`src/hw/rtl/i2cme_pkg.sv`:
```
// Shared types and constants for the I2C master byte engine.
// No dependencies; every other RTL file imports this package.
`default_nettype none

package i2cme_pkg;

    // configuration register indexes
    localparam int CfgIdxW   = 2;
    localparam int CfgDataW  = 16;
    localparam logic [CfgIdxW-1:0] CFG_SS_HOLD   = 2'd0;
    localparam logic [CfgIdxW-1:0] CFG_BIT_HALF  = 2'd1;
    localparam logic [CfgIdxW-1:0] CFG_SHORT_WT  = 2'd2;
    localparam logic [CfgIdxW-1:0] CFG_RETRY_LIM = 2'd3;

    // configuration reset values
    localparam logic [15:0] SS_HOLD_RST   = 16'd4;
    localparam logic [15:0] BIT_HALF_RST  = 16'd2;
    localparam logic [15:0] SHORT_WT_RST  = 16'd1;
    localparam logic [7:0]  RETRY_LIM_RST = 8'd250;

    // command codes as they arrive in the mode field
    typedef enum logic [2:0] {
        CMD_START = 3'd0,
        CMD_STOP  = 3'd1,
        CMD_WRITE = 3'd2,
        CMD_READ  = 3'd3,
        CMD_WAIT  = 3'd4
    } cmd_t;

    // engine phases
    typedef enum logic [14:0] {
        PH_IDLE  = 15'b000000000000001,
        PH_ST_A  = 15'b000000000000010,
        PH_ST_B  = 15'b000000000000100,
        PH_SP_A  = 15'b000000000001000,
        PH_SP_B  = 15'b000000000010000,
        PH_WR_LO = 15'b000000000100000,
        PH_WR_HI = 15'b000000001000000,
        PH_WR_TL = 15'b000000010000000,
        PH_RD_LO = 15'b000000100000000,
        PH_RD_HI = 15'b000001000000000,
        PH_AK_LO = 15'b000010000000000,
        PH_AK_HI = 15'b000100000000000,
        PH_WA_A  = 15'b001000000000000,
        PH_WA_B  = 15'b010000000000000,
        PH_POLL  = 15'b100000000000000
    } phase_t;

    // one input item (one tick)
    typedef struct packed {
        logic       cmd_valid;
        logic [2:0] mode;
        logic [7:0] tx_byte;
        logic       send_ack;
        logic       sda_in;
    } tick_t;

    // one result item
    typedef struct packed {
        logic       scl_out;
        logic       sda_out;
        logic       busy_res;
        logic       done_res;
        logic [7:0] rx_byte;
        logic       ack_fail;
    } res_t;

    // classified tick handed from front to back
    typedef struct packed {
        logic       go;
        cmd_t       cmd;
        logic [7:0] tx_byte;
        logic       send_ack;
        logic       sda_in;
    } work_t;

    // live configuration
    typedef struct packed {
        logic [15:0] ss_hold;
        logic [15:0] bit_half;
        logic [15:0] short_wait;
        logic [7:0]  retry_limit;
    } cfg_t;

endpackage

`default_nettype wire

```
`src/hw/rtl/i2cme_front.sv`:
```
// Front end: accepts ticks, decodes the command and queues them two deep.
// Depends on i2cme_pkg.
`default_nettype none

module i2cme_front
    import i2cme_pkg::*;
(
    input  wire logic  clk,
    input  wire logic  rst_n,
    input  wire logic  tick_valid,
    output logic       tick_stall,
    input  wire tick_t tick,
    output logic       work_valid,
    output work_t      work,
    input  wire logic  work_pop
);

    work_t       q_reg [2];
    logic        wr_ptr_reg;
    logic        wr_ptr_next;
    logic        rd_ptr_reg;
    logic        rd_ptr_next;
    logic [1:0]  cnt_reg;
    logic [1:0]  cnt_next;
    logic        push;
    work_t       decoded;

    // command decode: unknown modes never start anything
    always_comb
    begin
        decoded.tx_byte  = tick.tx_byte;
        decoded.send_ack = tick.send_ack;
        decoded.sda_in   = tick.sda_in;
        decoded.go       = tick.cmd_valid;
        decoded.cmd      = CMD_START;
        unique case (tick.mode)
            CMD_START: decoded.cmd = CMD_START;
            CMD_STOP:  decoded.cmd = CMD_STOP;
            CMD_WRITE: decoded.cmd = CMD_WRITE;
            CMD_READ:  decoded.cmd = CMD_READ;
            CMD_WAIT:  decoded.cmd = CMD_WAIT;
            default:   decoded.go  = 1'b0;
        endcase
    end

    // queue control
    assign tick_stall = (cnt_reg == 2'd2);
    assign push       = tick_valid && !tick_stall;
    assign work_valid = (cnt_reg != 2'd0);
    assign work       = q_reg[rd_ptr_reg];

    always_comb
    begin
        wr_ptr_next = wr_ptr_reg ^ push;
        rd_ptr_next = rd_ptr_reg ^ work_pop;
        cnt_next    = cnt_reg + {1'b0, push} - {1'b0, work_pop};
    end

    always_ff @(posedge clk or negedge rst_n)
    begin
        if (!rst_n)
        begin
            wr_ptr_reg <= 1'b0;
            rd_ptr_reg <= 1'b0;
            cnt_reg    <= 2'd0;
        end
        else
        begin
            wr_ptr_reg <= wr_ptr_next;
            rd_ptr_reg <= rd_ptr_next;
            cnt_reg    <= cnt_next;
        end
    end

    // queue storage
    always_ff @(posedge clk)
    begin
        if (push)
        begin
            q_reg[wr_ptr_reg] <= decoded;
        end
    end

endmodule

`default_nettype wire

```
`src/hw/rtl/i2cme_back.sv`:
```
// Back end: the bit engine, into an output register; one queued tick per cycle
// unless a stalled result is held. Depends on i2cme_pkg.
`default_nettype none

module i2cme_back
    import i2cme_pkg::*;
(
    input  wire logic  clk,
    input  wire logic  rst_n,
    input  wire cfg_t  cfg,
    input  wire logic  work_valid,
    input  wire work_t work,
    output logic       work_pop,
    output logic       res_valid,
    input  wire logic  res_stall,
    output res_t       res
);

    phase_t      phase_reg,   phase_next;
    cmd_t        cmd_reg,     cmd_next;
    logic [2:0]  bit_cnt_reg, bit_cnt_next;
    logic [15:0] wait_reg,    wait_next;
    logic [7:0]  shreg_reg,   shreg_next;
    logic [7:0]  retry_reg,   retry_next;
    logic        ackc_reg,    ackc_next;
    logic        scl_reg,     scl_next;
    logic        sda_reg,     sda_next;
    logic [7:0]  rx_reg,      rx_next;
    logic        fail_reg,    fail_next;
    logic        done;
    logic        out_valid_reg, out_valid_next;
    res_t        out_reg,     out_next;

    // hold count of zero acts as one tick
    function automatic logic [15:0] hold_of(input logic [15:0] n);
        return (n == 16'd0) ? 16'd0 : n - 16'd1;
    endfunction

    assign work_pop = work_valid && (!out_valid_reg || !res_stall);

    // engine step
    always_comb
    begin
        phase_next   = phase_reg;
        cmd_next     = cmd_reg;
        bit_cnt_next = bit_cnt_reg;
        wait_next    = wait_reg;
        shreg_next   = shreg_reg;
        retry_next   = retry_reg;
        ackc_next    = ackc_reg;
        scl_next     = scl_reg;
        sda_next     = sda_reg;
        rx_next      = rx_reg;
        fail_next    = fail_reg;
        done         = 1'b0;
        if (phase_reg == PH_IDLE)
        begin
            if (work.go)
            begin
                cmd_next     = work.cmd;
                bit_cnt_next = 3'd0;
                unique case (work.cmd)
                    CMD_START:
                    begin
                        sda_next   = 1'b1;
                        scl_next   = 1'b1;
                        phase_next = PH_ST_A;
                        wait_next  = hold_of(cfg.ss_hold);
                    end
                    CMD_STOP:
                    begin
                        scl_next   = 1'b0;
                        sda_next   = 1'b0;
                        phase_next = PH_SP_A;
                        wait_next  = hold_of(cfg.ss_hold);
                    end
                    CMD_WRITE:
                    begin
                        scl_next   = 1'b0;
                        sda_next   = work.tx_byte[7];
                        shreg_next = {work.tx_byte[6:0], 1'b0};
                        phase_next = PH_WR_LO;
                        wait_next  = hold_of(cfg.bit_half);
                    end
                    CMD_READ:
                    begin
                        shreg_next = 8'd0;
                        ackc_next  = work.send_ack;
                        scl_next   = 1'b0;
                        sda_next   = 1'b1;
                        phase_next = PH_RD_LO;
                        wait_next  = hold_of(cfg.bit_half);
                    end
                    default:
                    begin
                        retry_next = 8'd0;
                        fail_next  = 1'b0;
                        sda_next   = 1'b1;
                        phase_next = PH_WA_A;
                        wait_next  = hold_of(cfg.short_wait);
                    end
                endcase
            end
        end
        else if (wait_reg != 16'd0)
        begin
            wait_next = wait_reg - 16'd1;
        end
        else
        begin
            unique case (phase_reg)
                PH_ST_A:
                begin
                    sda_next   = 1'b0;
                    phase_next = PH_ST_B;
                    wait_next  = hold_of(cfg.ss_hold);
                end
                PH_ST_B:
                begin
                    scl_next   = 1'b0;
                    phase_next = PH_IDLE;
                    done       = 1'b1;
                end
                PH_SP_A:
                begin
                    scl_next   = 1'b1;
                    sda_next   = 1'b1;
                    phase_next = PH_SP_B;
                    wait_next  = hold_of(cfg.ss_hold);
                end
                PH_SP_B:
                begin
                    // a stop issued by an acknowledge timeout flags the failure
                    if (cmd_reg == CMD_WAIT)
                    begin
                        fail_next = 1'b1;
                    end
                    phase_next = PH_IDLE;
                    done       = 1'b1;
                end
                PH_WR_LO:
                begin
                    scl_next   = 1'b1;
                    phase_next = PH_WR_HI;
                    wait_next  = hold_of(cfg.bit_half);
                end
                PH_WR_HI:
                begin
                    scl_next   = 1'b0;
                    phase_next = PH_WR_TL;
                    wait_next  = hold_of(cfg.bit_half);
                end
                PH_WR_TL:
                begin
                    if (bit_cnt_reg != 3'd7)
                    begin
                        bit_cnt_next = bit_cnt_reg + 3'd1;
                        sda_next     = shreg_reg[7];
                        shreg_next   = {shreg_reg[6:0], 1'b0};
                        phase_next   = PH_WR_LO;
                        wait_next    = hold_of(cfg.bit_half);
                    end
                    else
                    begin
                        phase_next = PH_IDLE;
                        done       = 1'b1;
                    end
                end
                PH_RD_LO:
                begin
                    scl_next   = 1'b1;
                    shreg_next = {shreg_reg[6:0], work.sda_in};
                    phase_next = PH_RD_HI;
                    wait_next  = hold_of(cfg.short_wait);
                end
                PH_RD_HI:
                begin
                    scl_next = 1'b0;
                    if (bit_cnt_reg != 3'd7)
                    begin
                        bit_cnt_next = bit_cnt_reg + 3'd1;
                        phase_next   = PH_RD_LO;
                        wait_next    = hold_of(cfg.bit_half);
                    end
                    else
                    begin
                        sda_next   = !ackc_reg;
                        phase_next = PH_AK_LO;
                        wait_next  = hold_of(cfg.bit_half);
                    end
                end
                PH_AK_LO:
                begin
                    scl_next   = 1'b1;
                    phase_next = PH_AK_HI;
                    wait_next  = hold_of(cfg.bit_half);
                end
                PH_AK_HI:
                begin
                    scl_next   = 1'b0;
                    rx_next    = shreg_reg;
                    phase_next = PH_IDLE;
                    done       = 1'b1;
                end
                PH_WA_A:
                begin
                    scl_next   = 1'b1;
                    phase_next = PH_WA_B;
                    wait_next  = hold_of(cfg.short_wait);
                end
                PH_WA_B:
                begin
                    phase_next = PH_POLL;
                    wait_next  = 16'd0;
                end
                PH_POLL:
                begin
                    if (!work.sda_in)
                    begin
                        scl_next   = 1'b0;
                        fail_next  = 1'b0;
                        phase_next = PH_IDLE;
                        done       = 1'b1;
                    end
                    else if (retry_reg >= cfg.retry_limit)
                    begin
                        scl_next   = 1'b0;
                        sda_next   = 1'b0;
                        phase_next = PH_SP_A;
                        wait_next  = hold_of(cfg.ss_hold);
                    end
                    else
                    begin
                        retry_next = retry_reg + 8'd1;
                    end
                end
                default:
                begin
                    phase_next = PH_IDLE;
                end
            endcase
        end
    end

    // result for this tick
    always_comb
    begin
        out_next.scl_out  = scl_next;
        out_next.sda_out  = sda_next;
        out_next.busy_res = (phase_next != PH_IDLE);
        out_next.done_res = done;
        out_next.rx_byte  = rx_next;
        out_next.ack_fail = fail_next;
        out_valid_next    = work_pop || (out_valid_reg && res_stall);
    end

    assign res_valid = out_valid_reg;
    assign res       = out_reg;

    // engine state, advanced only when a tick is consumed
    always_ff @(posedge clk or negedge rst_n)
    begin
        if (!rst_n)
        begin
            phase_reg     <= PH_IDLE;
            cmd_reg       <= CMD_START;
            bit_cnt_reg   <= 3'd0;
            wait_reg      <= 16'd0;
            shreg_reg     <= 8'd0;
            retry_reg     <= 8'd0;
            ackc_reg      <= 1'b0;
            scl_reg       <= 1'b1;
            sda_reg       <= 1'b1;
            rx_reg        <= 8'd0;
            fail_reg      <= 1'b0;
            out_valid_reg <= 1'b0;
        end
        else
        begin
            out_valid_reg <= out_valid_next;
            if (work_pop)
            begin
                phase_reg   <= phase_next;
                cmd_reg     <= cmd_next;
                bit_cnt_reg <= bit_cnt_next;
                wait_reg    <= wait_next;
                shreg_reg   <= shreg_next;
                retry_reg   <= retry_next;
                ackc_reg    <= ackc_next;
                scl_reg     <= scl_next;
                sda_reg     <= sda_next;
                rx_reg      <= rx_next;
                fail_reg    <= fail_next;
            end
        end
    end

    // output register
    always_ff @(posedge clk)
    begin
        if (work_pop)
        begin
            out_reg <= out_next;
        end
    end

endmodule

`default_nettype wire

```
`src/hw/rtl/i2c_master_byte_engine.sv`:
```
// An accepted tick is registered in the queue, then in the output register.
// Throughput: one tick per cycle; the engine consumes one queued tick each cycle
// the output register is free or being taken, and a two-entry queue absorbs stalls.
// Reset: asynchronous, active low; engine idle, both lines released high,
// flags and received byte cleared, configuration back to its defaults.
// Top level: configuration registers, front decode queue and back bit engine.
`default_nettype none

module i2c_master_byte_engine
    import i2cme_pkg::*;
(
    input  wire logic                clk,
    input  wire logic                rst_n,
    input  wire logic                tick_valid,
    output logic                     tick_stall,
    input  wire tick_t               tick,
    output logic                     res_valid,
    input  wire logic                res_stall,
    output res_t                     res,
    input  wire logic                cfg_we,
    input  wire logic [CfgIdxW-1:0]  cfg_index,
    input  wire logic [CfgDataW-1:0] cfg_data
);

    cfg_t  cfg_reg;
    cfg_t  cfg_next;
    logic  work_valid;
    work_t work;
    logic  work_pop;

    // configuration write decode
    always_comb
    begin
        cfg_next = cfg_reg;
        if (cfg_we)
        begin
            unique case (cfg_index)
                CFG_SS_HOLD:   cfg_next.ss_hold     = cfg_data;
                CFG_BIT_HALF:  cfg_next.bit_half    = cfg_data;
                CFG_SHORT_WT:  cfg_next.short_wait  = cfg_data;
                CFG_RETRY_LIM: cfg_next.retry_limit = cfg_data[7:0];
                default:       cfg_next = cfg_reg;
            endcase
        end
    end

    always_ff @(posedge clk or negedge rst_n)
    begin
        if (!rst_n)
        begin
            cfg_reg.ss_hold     <= SS_HOLD_RST;
            cfg_reg.bit_half    <= BIT_HALF_RST;
            cfg_reg.short_wait  <= SHORT_WT_RST;
            cfg_reg.retry_limit <= RETRY_LIM_RST;
        end
        else
        begin
            cfg_reg <= cfg_next;
        end
    end

    // tick intake and decode
    i2cme_front u_front (
        .clk        (clk),
        .rst_n      (rst_n),
        .tick_valid (tick_valid),
        .tick_stall (tick_stall),
        .tick       (tick),
        .work_valid (work_valid),
        .work       (work),
        .work_pop   (work_pop)
    );

    // bit engine and result register
    i2cme_back u_back (
        .clk        (clk),
        .rst_n      (rst_n),
        .cfg        (cfg_reg),
        .work_valid (work_valid),
        .work       (work),
        .work_pop   (work_pop),
        .res_valid  (res_valid),
        .res_stall  (res_stall),
        .res        (res)
    );

endmodule

`default_nettype wire

```
`config.mk`:
```
export PLATFORM = sky130hd
export DESIGN_NAME = i2c_master_byte_engine
export DESIGN_NICKNAME = d
export VERILOG_FILES = /design/src/hw/rtl/i2cme_pkg.sv /design/src/hw/rtl/i2cme_front.sv /design/src/hw/rtl/i2cme_back.sv /design/src/hw/rtl/i2c_master_byte_engine.sv
export SDC_FILE = /design/constraint.sdc
export NUM_CORES = 1
export LEC_CHECK = 0
export ABC_AREA = 0
export BUFFER_PORTS_ARGS = -buffer_cell sky130_fd_sc_hd__buf_2
export CAP_MARGIN = 10
export CORE_UTILIZATION = 55
export CTS_CLUSTER_DIAMETER = 80
export CTS_CLUSTER_SIZE = 28
export DETAILED_ROUTE_END_ITERATION = 12
export PLACE_DENSITY = 0.73
export SLEW_MARGIN = 5
export SYNTH_ARGS = -nofsm -noshare
export SYNTH_HDL_FRONTEND = slang
export SYNTH_SLANG_ARGS = --single-unit
```
`constraint.sdc`:
```
create_clock -name clk -period 4.7 [get_ports clk]
set_input_delay 0.94 -clock clk [delete_from_list [all_inputs] [get_ports clk]]
set_output_delay 0.94 -clock clk [all_outputs]
set_load 0.02 [all_outputs]
```
# == Word-level counts from Yosys, hierarchy flattened ==
# Memory sizes are Yosys's and may differ from the RTL's.
# Index checks and enable logic that the tools add are counted.
# word_totals
reg_bits,139
mem_bits_rw,28
input_bits,37
out_inout_bits,15
word_cells,192
mem_count,1
# op_classes
addsub,8
order_cmp,1
n_eq_ne,38
muxes,71
bitwise_logic,2
reduce_logical,46
# mem_list
name,depth,width,read_ports,rd_clocked_by_memory_dff,wr,line,source
u_front.q_reg,2,14,1,0,1,i2cme_front.sv:18,work_t q_reg [2];
# op_table
op,n
15-bit case mux with 11 select lines,1
16-bit 2-to-1 mux,9
8-bit 2-to-1 mux,14
16-bit case mux with 6 select lines,1
15-bit 2-to-1 mux,5
16-bit by 1-bit subtractor with 16-bit output (second input constant),4
13-bit case mux with 4 select lines,1
16-bit logical NOT,3
16-bit case mux with 2 select lines,1
8-bit case mux with 2 select lines,2
1-bit 2-to-1 mux,23
16-bit nonzero test,1
15-bit by 1-bit == test with 1-bit output (second input constant),1
15-bit by 10-bit == test with 1-bit output (second input constant),1
15-bit by 11-bit == test with 1-bit output (second input constant),1
15-bit by 12-bit == test with 1-bit output (second input constant),1
15-bit by 13-bit == test with 1-bit output (second input constant),1
15-bit by 14-bit == test with 1-bit output (second input constant),1
15-bit == test (second input constant),1
15-bit by 2-bit == test with 1-bit output (second input constant),1
15-bit by 3-bit == test with 1-bit output (second input constant),1
15-bit by 4-bit == test with 1-bit output (second input constant),1
15-bit by 5-bit == test with 1-bit output (second input constant),1
15-bit by 6-bit == test with 1-bit output (second input constant),1
45 further kinds,89

# == Longest topological paths before layout ==
# Gate-level depths: netlist of the first run.
# logic_depth
word_depth,7
mapped_depth,11
ltp_nobuf,9

# == By module ==
# Synthesis of the first run repeated with hierarchy kept, for this count alone.
# hier_totals
hier_cells,983
hier_area_um2,10000.8
# by_module_without_submodules
module,instances,cells_per_inst,area_per_inst_um2,seq_area_each_um2
i2cme_back,1,796,6572.6,2045.7
i2c_master_byte_engine,1,119,2119.5,1412.6
i2cme_front,1,68,1308.8,940.9

# == Least setup slack after synthesis of the first run ==
# OpenSTA, ideal clock, no wires.
# synth_timing
path_kind,register -> register
start,register u_back.phase_reg[7]
end,register u_back.retry_reg[7]
setup_ns,0.092
t_arrival_ns,2.691
required_ns,4.608
slack_ns,1.917
stages_incl_launch_ff,10
n_path_buf,3
synth_period_minus_slack_ns,2.783
path_cell_list,dfrtp_1 > buf_6 > or4_4 > buf_6 > nor4_4 > o311ai_2 > or3_1 > buf_2 > or3_1 > o31ai_2
# synth_between
elab_chain_cells,3
elab_cells_between_ends,10
cone_classes,6 x eq/ne; 1 x mux; 3 x reduce/logical
# synth_rtl
item,line,source
"start, declared",i2cme_back.sv:19,"phase_t phase_reg, phase_next;"
"start signal, assigned",i2cme_back.sv:283,phase_reg <= phase_next;
15-bit by 1-bit == test with 1-bit output or 15-bit == test (tied branches),"i2cme_back.sv:56, i2cme_back.sv:111",
2-bit by 1-bit inequality test with 1-bit output (no source line) (tied with other cells),--,
7-bit AND reduction (no source line),--,
"end signal, assigned",i2cme_back.sv:288,retry_reg <= retry_next;
"end, declared",i2cme_back.sv:24,"logic [7:0] retry_reg, retry_next;"
# Several ways; a longest one is shown, not always the timed one.
# A chain may end at the register's enable or synchronous reset.

# == Worst setup path after layout of the first run ==
# layout_timing
start,register cfg_reg[24] in the netlist's numbering
end,register u_back.wait_reg[14]
# layout_between
elab_chain_cells,6
elab_cells_between_ends,9
cone_classes,1 x add/sub; 7 x mux; 1 x reduce/logical
# layout_rtl
item,line,source
"start, declared",i2c_master_byte_engine.sv:25,cfg_t cfg_reg;
"start signal, assigned",i2c_master_byte_engine.sv:58,cfg_reg <= cfg_next;
16-bit by 1-bit subtractor with 16-bit output or 16-bit logical NOT (tied branches),i2cme_back.sv:36,return (n == 16'd0) ? 16'd0 : n - 16'd1;
16-bit 2-to-1 mux *,i2cme_back.sv:36,
16-bit 2-to-1 mux,i2cme_back.sv:155,if (bit_cnt_reg != 3'd7)
16-bit case mux with 6 select lines,i2cme_back.sv:111,unique case (phase_reg)
16-bit 2-to-1 mux,i2cme_back.sv:105,else if (wait_reg != 16'd0)
16-bit 2-to-1 mux *,i2cme_back.sv:56,if (phase_reg == PH_IDLE)
"end signal, assigned",i2cme_back.sv:286,wait_reg <= wait_next;
"end, declared",i2cme_back.sv:22,"logic [15:0] wait_reg, wait_next;"
# Every way passes the cells marked *; elsewhere a longest branch is shown, timed or not. The select of a mux whose other input is x is not followed.

==> run_results.csv, run 1 <==
group,metric,value,unit
sta,fmax,0.252,GHz
clock_tree,cts_sinks,167,
power_and_ir_drop,p_leak,4.46,nW
layout,largest_reg_flops,56,
yosys,yosys_warnings,0,
layout,syn_to_final_growth,11.4,%
route,first_iter_violations,1035,
yosys,synth_top_family_by_area,"simple AND/OR/NAND/NOR gates",
critical_path,cp_slowest_stage_delay,0.87,ns
layout,layout_commonest_cell,"nand2_1",
placed_design,place.gp.congestion,0.997,
sta,hold_violations,0,
yosys,synth-xor-area-share,4.36,%
critical_path,cp-start-kind,"register",
yosys,syn_nets,1082,
route,vias,8419,
sta,setup_viol,0,
sta,timing.hold.ws,0.483,ns
power_and_ir_drop,power_density,536,nW/um^2
clock_tree,numCtsBuffers,17,
layout,fin_util,63.0,%
layout,stdcell_count,1304,
route,drc,0,
layout,layout_common_cells,"nand2_1, dfrtp_1, nor2_1",
clock_tree,cts_setup_buffers,0,
route,totalWireLength,27200,um
layout,antennaDiodeCount,0,
yosys,synth_area,9850,um^2
route,routed_via_density,6.46,
yosys,synth.distinct_cells,74,
critical_path,r2r_slack,0.74,ns
yosys,synth_simple_gate_area_share,21.6,%
clock_tree,worstSkewPairLatency,0.44,ns
layout,drive_above_1_share,19.4,%
global_routing,grt_max_degree,78,
yosys,muxShareOfSynthArea,9.73,%
critical_path,crit_slowest_cell,"nor4_1",
clock_tree,cts_max_level,4,
placed_design,placed_area,10300,um^2
route,drtPass1Iterations,6,
floorplan,die_w,136,um
yosys,synthAdderAreaFrac,2.80,%
critical_path,endpoint_kind,"register",
sta,slew_violations,0,
yosys,yosys-top-cells-area,"dfrtp_1, edfxtp_1, mux2_2",
sta,period_minus_slack,3.96,ns
critical_path,crit_top_cell,"nor2_1",
critical_path,required,5.00,ns
critical_path,crit_fanout,10,
placed_design,dp_cells,1272,
floorplan,die_area,18400,um^2
layout,final-seq-area,4400,um^2
layout,multiInputGateArea,5180,um^2
sta,rsz0062_at_grt,"false",
yosys,yosysTopAreaCellShare,29.0,%
yosys,syn_inst,1023,
yosys,synth_compound_area_share,14.0,%
global_routing,grt_usage,30.9,%
sta,setup_tns,0,ns
critical_path,reg2reg_depth,9,
route,ant_nets,0,
global_routing,antenna_found_initial,0,
yosys,synthArstFlopShare,75.4,%
clock_tree,cts_tree,"done",
yosys,ys.flop_type,"dfrtp_1",
sta,fin_crit_sh,84.4,%
power_and_ir_drop,ir_worst_vdd,0.380,mV
yosys,ys_ff_latch,167,
sta,worst_pin_slew,1.03,ns
layout,nets,1125,
critical_path,crit_arrival,4.27,ns
yosys,yosys.area.top_type,"dfrtp_1",
sta,slew_headroom,30.7,%
global_routing,overflow,0,
placed_design,hpwl,20300,um
layout,fin_area,11000,um^2
hold_path,hold_depth,2,
clock_tree,root_buffer,"clkbuf_16",
floorplan,num_rows,48,
global_routing,grt_pass1_vias,7737,
clock_tree,cts.repair.resized,0,
job,maxCapViolCount,0,
clock_tree,cts_hold_buf,0,
hold_path,hp-class,"register to register",
floorplan,initial_utilization,56.5,%
yosys,synth.yosys.seq_area_share,44.7,%
yosys,synth_edf_count,41,
clock_tree,clk_pin_slew,0.08,ns
layout,fillers,1478,
critical_path,crit_type,"register to register",
placed_design,port_buffers,51,
floorplan,core,17400,um^2
yosys,syn_area_per_cell,9.63,um^2
floorplan,die_y,136,um
run_status,status,"finished clean",
floorplan,ios,52,
clock_tree,cts_max_path_buffers,2,
global_routing,grt_pass1_wl,43000,um
critical_path,path_cells,"inv_1 -> ha_1 -> or4b_2 -> nor4_1 -> nor2_1 -> o21ai_1 -> nor2_1 -> o41ai_1 -> a21oi_1",
route,wl_per_cell,20.8,um
sta,finalClockSkew,0.0178,ns
==> power breakdown <==
group          total, mW  internal (mW)  switching, mW
registers           2.22           1.85          0.365
logic               2.20          0.795           1.40
clock network       1.47          0.743          0.724
total               5.88           3.39           2.49
==> cells by family after synthesis <==
logic type / count (synthesis)
buffers and inverters: 69
AOI/OAI and AO/OA: 219
xor gates and xnor gates: 49
and+or+nand+nor: 410
muxes: 87
DFF: 167
adders and majority gates: 22
==> cell usage after synthesis (20+ instances only) <==
cell type	n
a21oi_1	51
clkbuf_1	35
dfrtp_1	114
edfxtp_1	41
ha_1	22
inv_1	23
mux2_2	70
nand2_1	123
nand3_1	27
nor2_1	79
nor3_1	32
nor4_1	22
o21ai_0	54
or3_1	20
xnor2_1	34
==> final cells by class <==
type | count | area share, %
Clock inverter | 15 | 1.90
Timing Repair Buffer | 69 | 3.58
Tap cell | 225 | 2.57
Inverter | 24 | 0.821
Clock buffer | 17 | 3.88
Multi-Input combinational cell | 787 | 47.2
Sequential cell | 167 | 40.1
==> per-layer routing <==
layer,track usage (%),part of all wire (%),up-vias
met2,46.1,44,387
met5,0,0,-
met4,7.80,2.0,0
met3,6.29,8.2,51
met1,45.4,45,4093
li1,-,-,3888
==> worst max-delay path, delay by kind of cell (launching register included) <==
kind                     cells  cell delay [ns]
AND/OR/NAND/NOR              4             1.87
AO/OA/AOI/OAI                3             1.26
adder cells (fa/ha/maj)      1             0.14
buffers and inverters        1             0.12
flip-flops                   1             0.43
==> metrics by stage <==
step,setup slack (ns),power [mW]
finish,0.735,5.88
global route,0.548,6.20
CTS,0.884,5.85
detailed placement,0.932,4.37
global placement,0.797,4.34
floorplan,1.92,3.69
==> worst paths after layout <==
check                                  from             endpoint
max                             cfg_reg[24]  u_back.wait_reg[14]
min                        u_back.rx_reg[4]     u_back.rx_reg[4]
max reg2reg                     cfg_reg[24]  u_back.wait_reg[14]
min reg2reg                u_back.rx_reg[4]     u_back.rx_reg[4]
max in group asynchronous             rst_n       u_back.sda_reg
min in group asynchronous             rst_n  u_back.retry_reg[4]
Note: power is estimated with default switching activity, not from simulation.
==> run 2, diff against run 1 <==
- ABC_AREA: 0 -> 1
- clock period: 4.7 -> 4.1 ns (I/O delays scaled with it)
==> run 2 against run 1 <==
Against the previous run: cell count is 32% higher; sequential cell count stayed put; clock skew is 0.0036 ns higher; via count is 18% higher; global-route usage is 1.7 points higher; total power is 8.6% higher; non-clock buffer count is 14 lower; highest routed layer unchanged.
==> run_results.csv, run 2 <==
group,metric,value,unit
critical_path,crit_fanout,16,
yosys,syn_nets,1501,
power_and_ir_drop,power_density,559,nW/um^2
global_routing,grt_usage,32.5,%
power_and_ir_drop,ir_worst_vdd,0.388,mV
clock_tree,worstSkewPairLatency,0.45,ns
layout,drive_above_1_share,9.65,%
placed_design,place.gp.congestion,0.960,
floorplan,die_area,19500,um^2
sta,setup_viol,0,
global_routing,grt_pass1_wl,49100,um
critical_path,reg2reg_depth,12,
critical_path,crit_type,"register to register",
clock_tree,cts_max_path_buffers,2,
yosys,yosys.area.top_type,"dfrtp_1",
layout,syn_to_final_growth,9.55,%
layout,layout_commonest_cell,"nand2_1",
placed_design,hpwl,22900,um
layout,antennaDiodeCount,0,
route,drc,0,
clock_tree,numCtsBuffers,17,
yosys,yosysTopAreaCellShare,27.4,%
yosys,synth-xor-area-share,2.86,%
power_and_ir_drop,p_leak,5.52,nW
layout,fin_util,62.5,%
yosys,synth.yosys.seq_area_share,42.2,%
layout,layout_common_cells,"nand2_1, nor2_1, inv_1",
clock_tree,cts_hold_buf,0,
floorplan,die_y,140,um
critical_path,required,4.41,ns
critical_path,crit_arrival,3.27,ns
yosys,ys.flop_type,"dfrtp_1",
global_routing,grt_pass1_vias,8988,
clock_tree,root_buffer,"clkbuf_16",
yosys,synth_compound_area_share,10.3,%
floorplan,initial_utilization,57.1,%
sta,slew_violations,0,
yosys,yosys_warnings,0,
sta,rsz0062_at_grt,"false",
clock_tree,cts.repair.resized,0,
sta,setup_tns,0,ns
critical_path,r2r_slack,1.14,ns
global_routing,overflow,0,
floorplan,die_w,140,um
job,maxCapViolCount,0,
yosys,synth_top_cells_by_count,"nand2_1, nor2_1, inv_1, nand3_1, o21ai_0",
clock_tree,cts_max_level,4,
yosys,muxShareOfSynthArea,0.300,%
floorplan,core,18300,um^2
run_status,status,"finished clean",
placed_design,port_buffers,51,
yosys,synth_area,10400,um^2
critical_path,endpoint_kind,"register",
clock_tree,clk_pin_slew,0.07,ns
route,totalWireLength,30500,um
route,ant_nets,0,
sta,finalClockSkew,0.0214,ns
layout,largest_reg_flops,56,
yosys,yosys-top-cells-area,"dfrtp_1, nand2_1, edfxtp_1",
yosys,synthArstFlopShare,75.4,%
yosys,ys_ff_latch,167,
route,first_iter_violations,1023,
sta,fmax,0.337,GHz
yosys,synth_edf_count,41,
sta,fin_crit_sh,72.3,%
sta,worst_pin_slew,1.02,ns
global_routing,grt_max_degree,57,
hold_path,hp-class,"primary input to asynchronous set/reset pin",
clock_tree,cts_setup_buffers,0,
floorplan,num_rows,49,
sta,slew_headroom,31.6,%
critical_path,timing.rr.start,"u_front.rd_ptr_reg",
critical_path,r2r-end,"u_back.wait_reg[2]",
yosys,syn_inst,1442,
clock_tree,cts_tree,"done",
route,drtPass1Iterations,6,
critical_path,cp-start-kind,"register",
yosys,synth_simple_gate_area_share,33.8,%
route,routed_via_density,5.76,
yosys,synth.distinct_cells,50,
yosys,yosysMostFrequentCell,"nand2_1",
global_routing,antenna_found_initial,0,
layout,nets,1538,
floorplan,ios,52,
yosys,synthAdderAreaFrac,2.64,%
clock_tree,cts_sinks,167,
sta,hold_violations,0,
route,vias,9906,
route,wl_per_cell,17.7,um
yosys,syn_area_per_cell,7.23,um^2
sta,period_minus_slack,2.96,ns
yosys,synth_top_family_by_area,"simple AND/OR/NAND/NOR gates",
## run 2: power by group
| group | internal, mW | leakage, nW | total [mW] | switching [mW] |
|---|---|---|---|---|
| Combinational | 0.706 | 3.29 | 2.31 | 1.60 |
| Clock | 0.824 | 0.295 | 1.63 | 0.803 |
| Sequential | 2.15 | 1.94 | 2.45 | 0.309 |
| Total | 3.68 | 5.52 | 6.39 | 2.71 |
## run 2: kinds of logic after synthesis
logic type	Yosys count
simple gates	815
buf+inv	205
compound gates	196
flops	167
xor+xnor	34
fa+ha+maj	22
mux	3
## run 2: layout make-up
| class | count | area (um^2) |
|---|---|---|
| fill | 1641 | 6850 |
| multi-input combinational | 1070 | 5200 |
| sequential | 167 | 4400 |
| inverter | 168 | 633 |
| clock buffer | 17 | 425 |
| timing repair buffer | 55 | 300 |
| tap | 229 | 287 |
| clock inverter | 15 | 180 |
## run 2: worst max path at each step
| stage | slack, ns | depth (start not counted) | endpoint | startpoint |
|---|---|---|---|---|
| after floorplan | 1.08 | 10 | u_front.cnt_reg[1] | res_stall |
| after CTS | 1.19 | 10 | u_back.res[10] | u_front.rd_ptr_reg |
| final | 1.14 | 12 | u_back.wait_reg[2] | u_front.rd_ptr_reg |
| after global routing | 0.82 | 11 | u_back.rx_reg[5] | u_back.wait_reg[0] |
| after detailed placement | 1.24 | 11 | u_back.rx_reg[2] | u_back.wait_reg[0] |
| after global placement | 1.27 | 10 | u_back.res[10] | u_front.rd_ptr_reg |
## run 2: routing by layer
layer	global-route usage, %	share of wire (%)	vias up
li1	-	-	4779
met1	49.1	46	4601
met2	45.8	42	464
met3	7.40	9.5	62
met4	10.2	2.2	0
met5	0	0	-
## run 2: per-stage QoR
step | area [um^2] | power (mW) | std cells | setup slack [ns] | hold slack, ns
global placement | 10800 | 4.70 | 1689 | 1.27 | 0.461
global route | 11400 | 6.80 | 1721 | 0.819 | 0.427
floorplan | 10400 | 4.09 | 1442 | 1.08 | 0.442
detailed placement | 10800 | 4.73 | 1689 | 1.24 | 0.465
CTS | 11400 | 6.37 | 1721 | 1.19 | 0.405
finish | 11400 | 6.39 | 1721 | 1.14 | 0.380
## run 2: worst max-delay path, stage by stage, from the launching register on
cell     delay, ns
dfrtp_1       0.69
inv_1         0.36
or2_2         0.36
o21ai_0       0.22
nand4_1       0.31
nand2_1       0.16
nor2_1        0.08
nand2_2       0.10
nand2_1       0.07
nand2_2       0.27
nor2_1        0.07
nand2_1       0.07
o21ai_0       0.07
==> run 3, diff against run 2 <==
- PLACE_DENSITY: 0.73 -> 0.76
- clock period: 4.1 -> 2.6 ns (I/O delays scaled with it)
==> run 3 against run 2 <==
Against the previous run: sequential power is 56% higher; global-route usage rose by 0.14 points; via count rose by 2.1%; fmax grew 19%; clock power up 56%; non-clock buffer count rose by 48; critical path type unchanged; largest cell class unchanged.
==> run_results.csv, run 3 (synthesis results as in run 2) <==
group,metric,value,unit
clock_tree,cts_hold_buf,0,
layout,drive_above_1_share,12.8,%
power_and_ir_drop,power_switching,4.37,mW
floorplan,die_w,140,um
power_and_ir_drop,switching_share,42.3,%
placed_design,port_buffers,51,
route,first_iter_violations,1269,
global_routing,grt_max_degree,127,
layout,fin_area,11800,um^2
route,drtPass1Iterations,6,
layout,antennaDiodeCount,0,
global_routing,antenna_found_initial,0,
route,ant_nets,0,
sta,fin_crit_sh,95.8,%
sta,setup_viol,0,
placed_design,hpwl,23300,um
power_and_ir_drop,power_density,875,nW/um^2
global_routing,grt_pass1_wl,49200,um
clock_tree,cts_max_path_buffers,2,
sta,slew_violations,0,
global_routing,grt_usage,32.7,%
clock_tree,worstSkewPairLatency,0.43,ns
floorplan,initial_utilization,57.1,%
route,routed_via_density,5.72,
clock_tree,root_buffer,"clkbuf_16",
clock_tree,cts_tree,"done",
layout,layout_commonest_cell,"nand2_1",
power_and_ir_drop,p_seq_share,37.0,%
power_and_ir_drop,ir_worst_vdd,0.817,mV
critical_path,crit_arrival,2.81,ns
sta,fmax,0.402,GHz
hold_path,hp-class,"primary input to asynchronous set/reset pin",
job,maxCapViolCount,0,
floorplan,num_rows,49,
critical_path,crit_type,"register to register",
layout,syn_to_final_growth,13.3,%
sta,slew_headroom,42.4,%
global_routing,grt_pass1_vias,9379,
floorplan,core,18300,um^2
power_and_ir_drop,finalPower,10.3,mW
critical_path,endpoint_kind,"register",
global_routing,overflow,0,
route,totalWireLength,30700,um
sta,period_minus_slack,2.49,ns
sta,worst_pin_slew,0.862,ns
run_status,status,"finished clean",
clock_tree,cts_sinks,167,
critical_path,required,2.92,ns
floorplan,ios,52,
layout,layout_common_cells,"nand2_1, nor2_1, inv_1",
floorplan,die_area,19500,um^2
power_and_ir_drop,combPwrFrac,38.4,%
placed_design,place.gp.congestion,1.01,
critical_path,cp-start-kind,"register",
power_and_ir_drop,p_int,5.96,mW
power_and_ir_drop,p_clk_share,24.6,%
route,vias,10100,
sta,hold_violations,0,
clock_tree,cts_max_level,4,
layout,largest_reg_flops,56,
clock_tree,numCtsBuffers,17,
power_and_ir_drop,p_leak,5.76,nW
route,wl_per_cell,17.3,um
clock_tree,clk_pin_slew,0.07,ns
floorplan,die_y,140,um
sta,finalClockSkew,0.0179,ns
critical_path,crit_fanout,12,
placed_design,placed_area,11100,um^2
route,drc,0,
layout,nets,1586,
## run 3: path summary, 6_finish.rpt
kind,cells past startpoint,slack (ns),from,end
worst max-delay path,16,0.11,cfg_reg[1],u_back.wait_reg[8]
worst min-delay path,2,0.08,rst_n,u_back.wait_reg[9]
worst max register to register,16,0.11,cfg_reg[1],u_back.wait_reg[8]
worst min register to register,2,0.48,u_back.cmd_reg[2],u_back.cmd_reg[2]
max in group asynchronous,2,1.81,rst_n,cfg_reg[19]
min in group clk,1,0.27,tick[6],u_front.q_reg[0][6]
## run 3: critical path: stages, from the launching register on
cell,delay (ns)
dfstp_2,0.53
inv_1,0.04
ha_1,0.28
nand2_1,0.05
nand3_1,0.07
nand2_1,0.05
nand2_1,0.08
nand2_1,0.10
nand2_1,0.16
nor2_1,0.08
nor2_1,0.22
nand2_2,0.12
nand2_1,0.08
nand2_2,0.18
buf_4,0.22
nand2_1,0.07
nand2_1,0.05
## run 3: final cells by class
cell class	count	area, um^2
Tap cell	229	287
Sequential cell	167	4400
Timing Repair Buffer	103	673
Inverter	168	633
Fill cell	1609	6460
Clock inverter	14	158
Multi-Input combinational cell	1070	5230
Clock buffer	18	429
## run 3: through the flow
stage                     cells  worst slack [ns]  utilization, %  setup TNS, ns  hold slack, ns
after detailed placement   1732            0.0274            61.0              0           0.466
after global routing       1769           -0.0202            64.7        -0.0320           0.230
after floorplan            1442             0.164               -              0           0.224
final                      1769             0.109            64.7              0          0.0816
after CTS                  1764            0.0104            64.2              0           0.232
after global placement     1732            0.0390            61.0              0           0.460
## run 3: layer usage
layer  vias up  global-route usage (%)  routed length [um]  part of all wire [%]
li1       4873                       -                   -                     -
met1      4711                    48.0               14000                    46
met2       483                    49.1               13400                    44
met3        49                    6.30                2620                   8.6
met4         0                    8.91                 600                   2.0
met5         -                       0                   0                     0
## run 3: repair_timing
action                     CTS  global route
setup endpoints to repair    0            46
setup buffers                0             5
gates resized for setup      0             9
## run 3: power by group through the flow
stage / Sequential (mW) / Combinational (mW) / Clock, mW
final: 3.83 / 3.97 / 2.54
after global routing: 3.90 / 4.40 / 2.66
after CTS: 3.81 / 3.88 / 2.56
after detailed placement: 3.85 / 3.85 / 0
after global placement: 3.83 / 3.81 / 0
after floorplan: 3.85 / 2.60 / 0
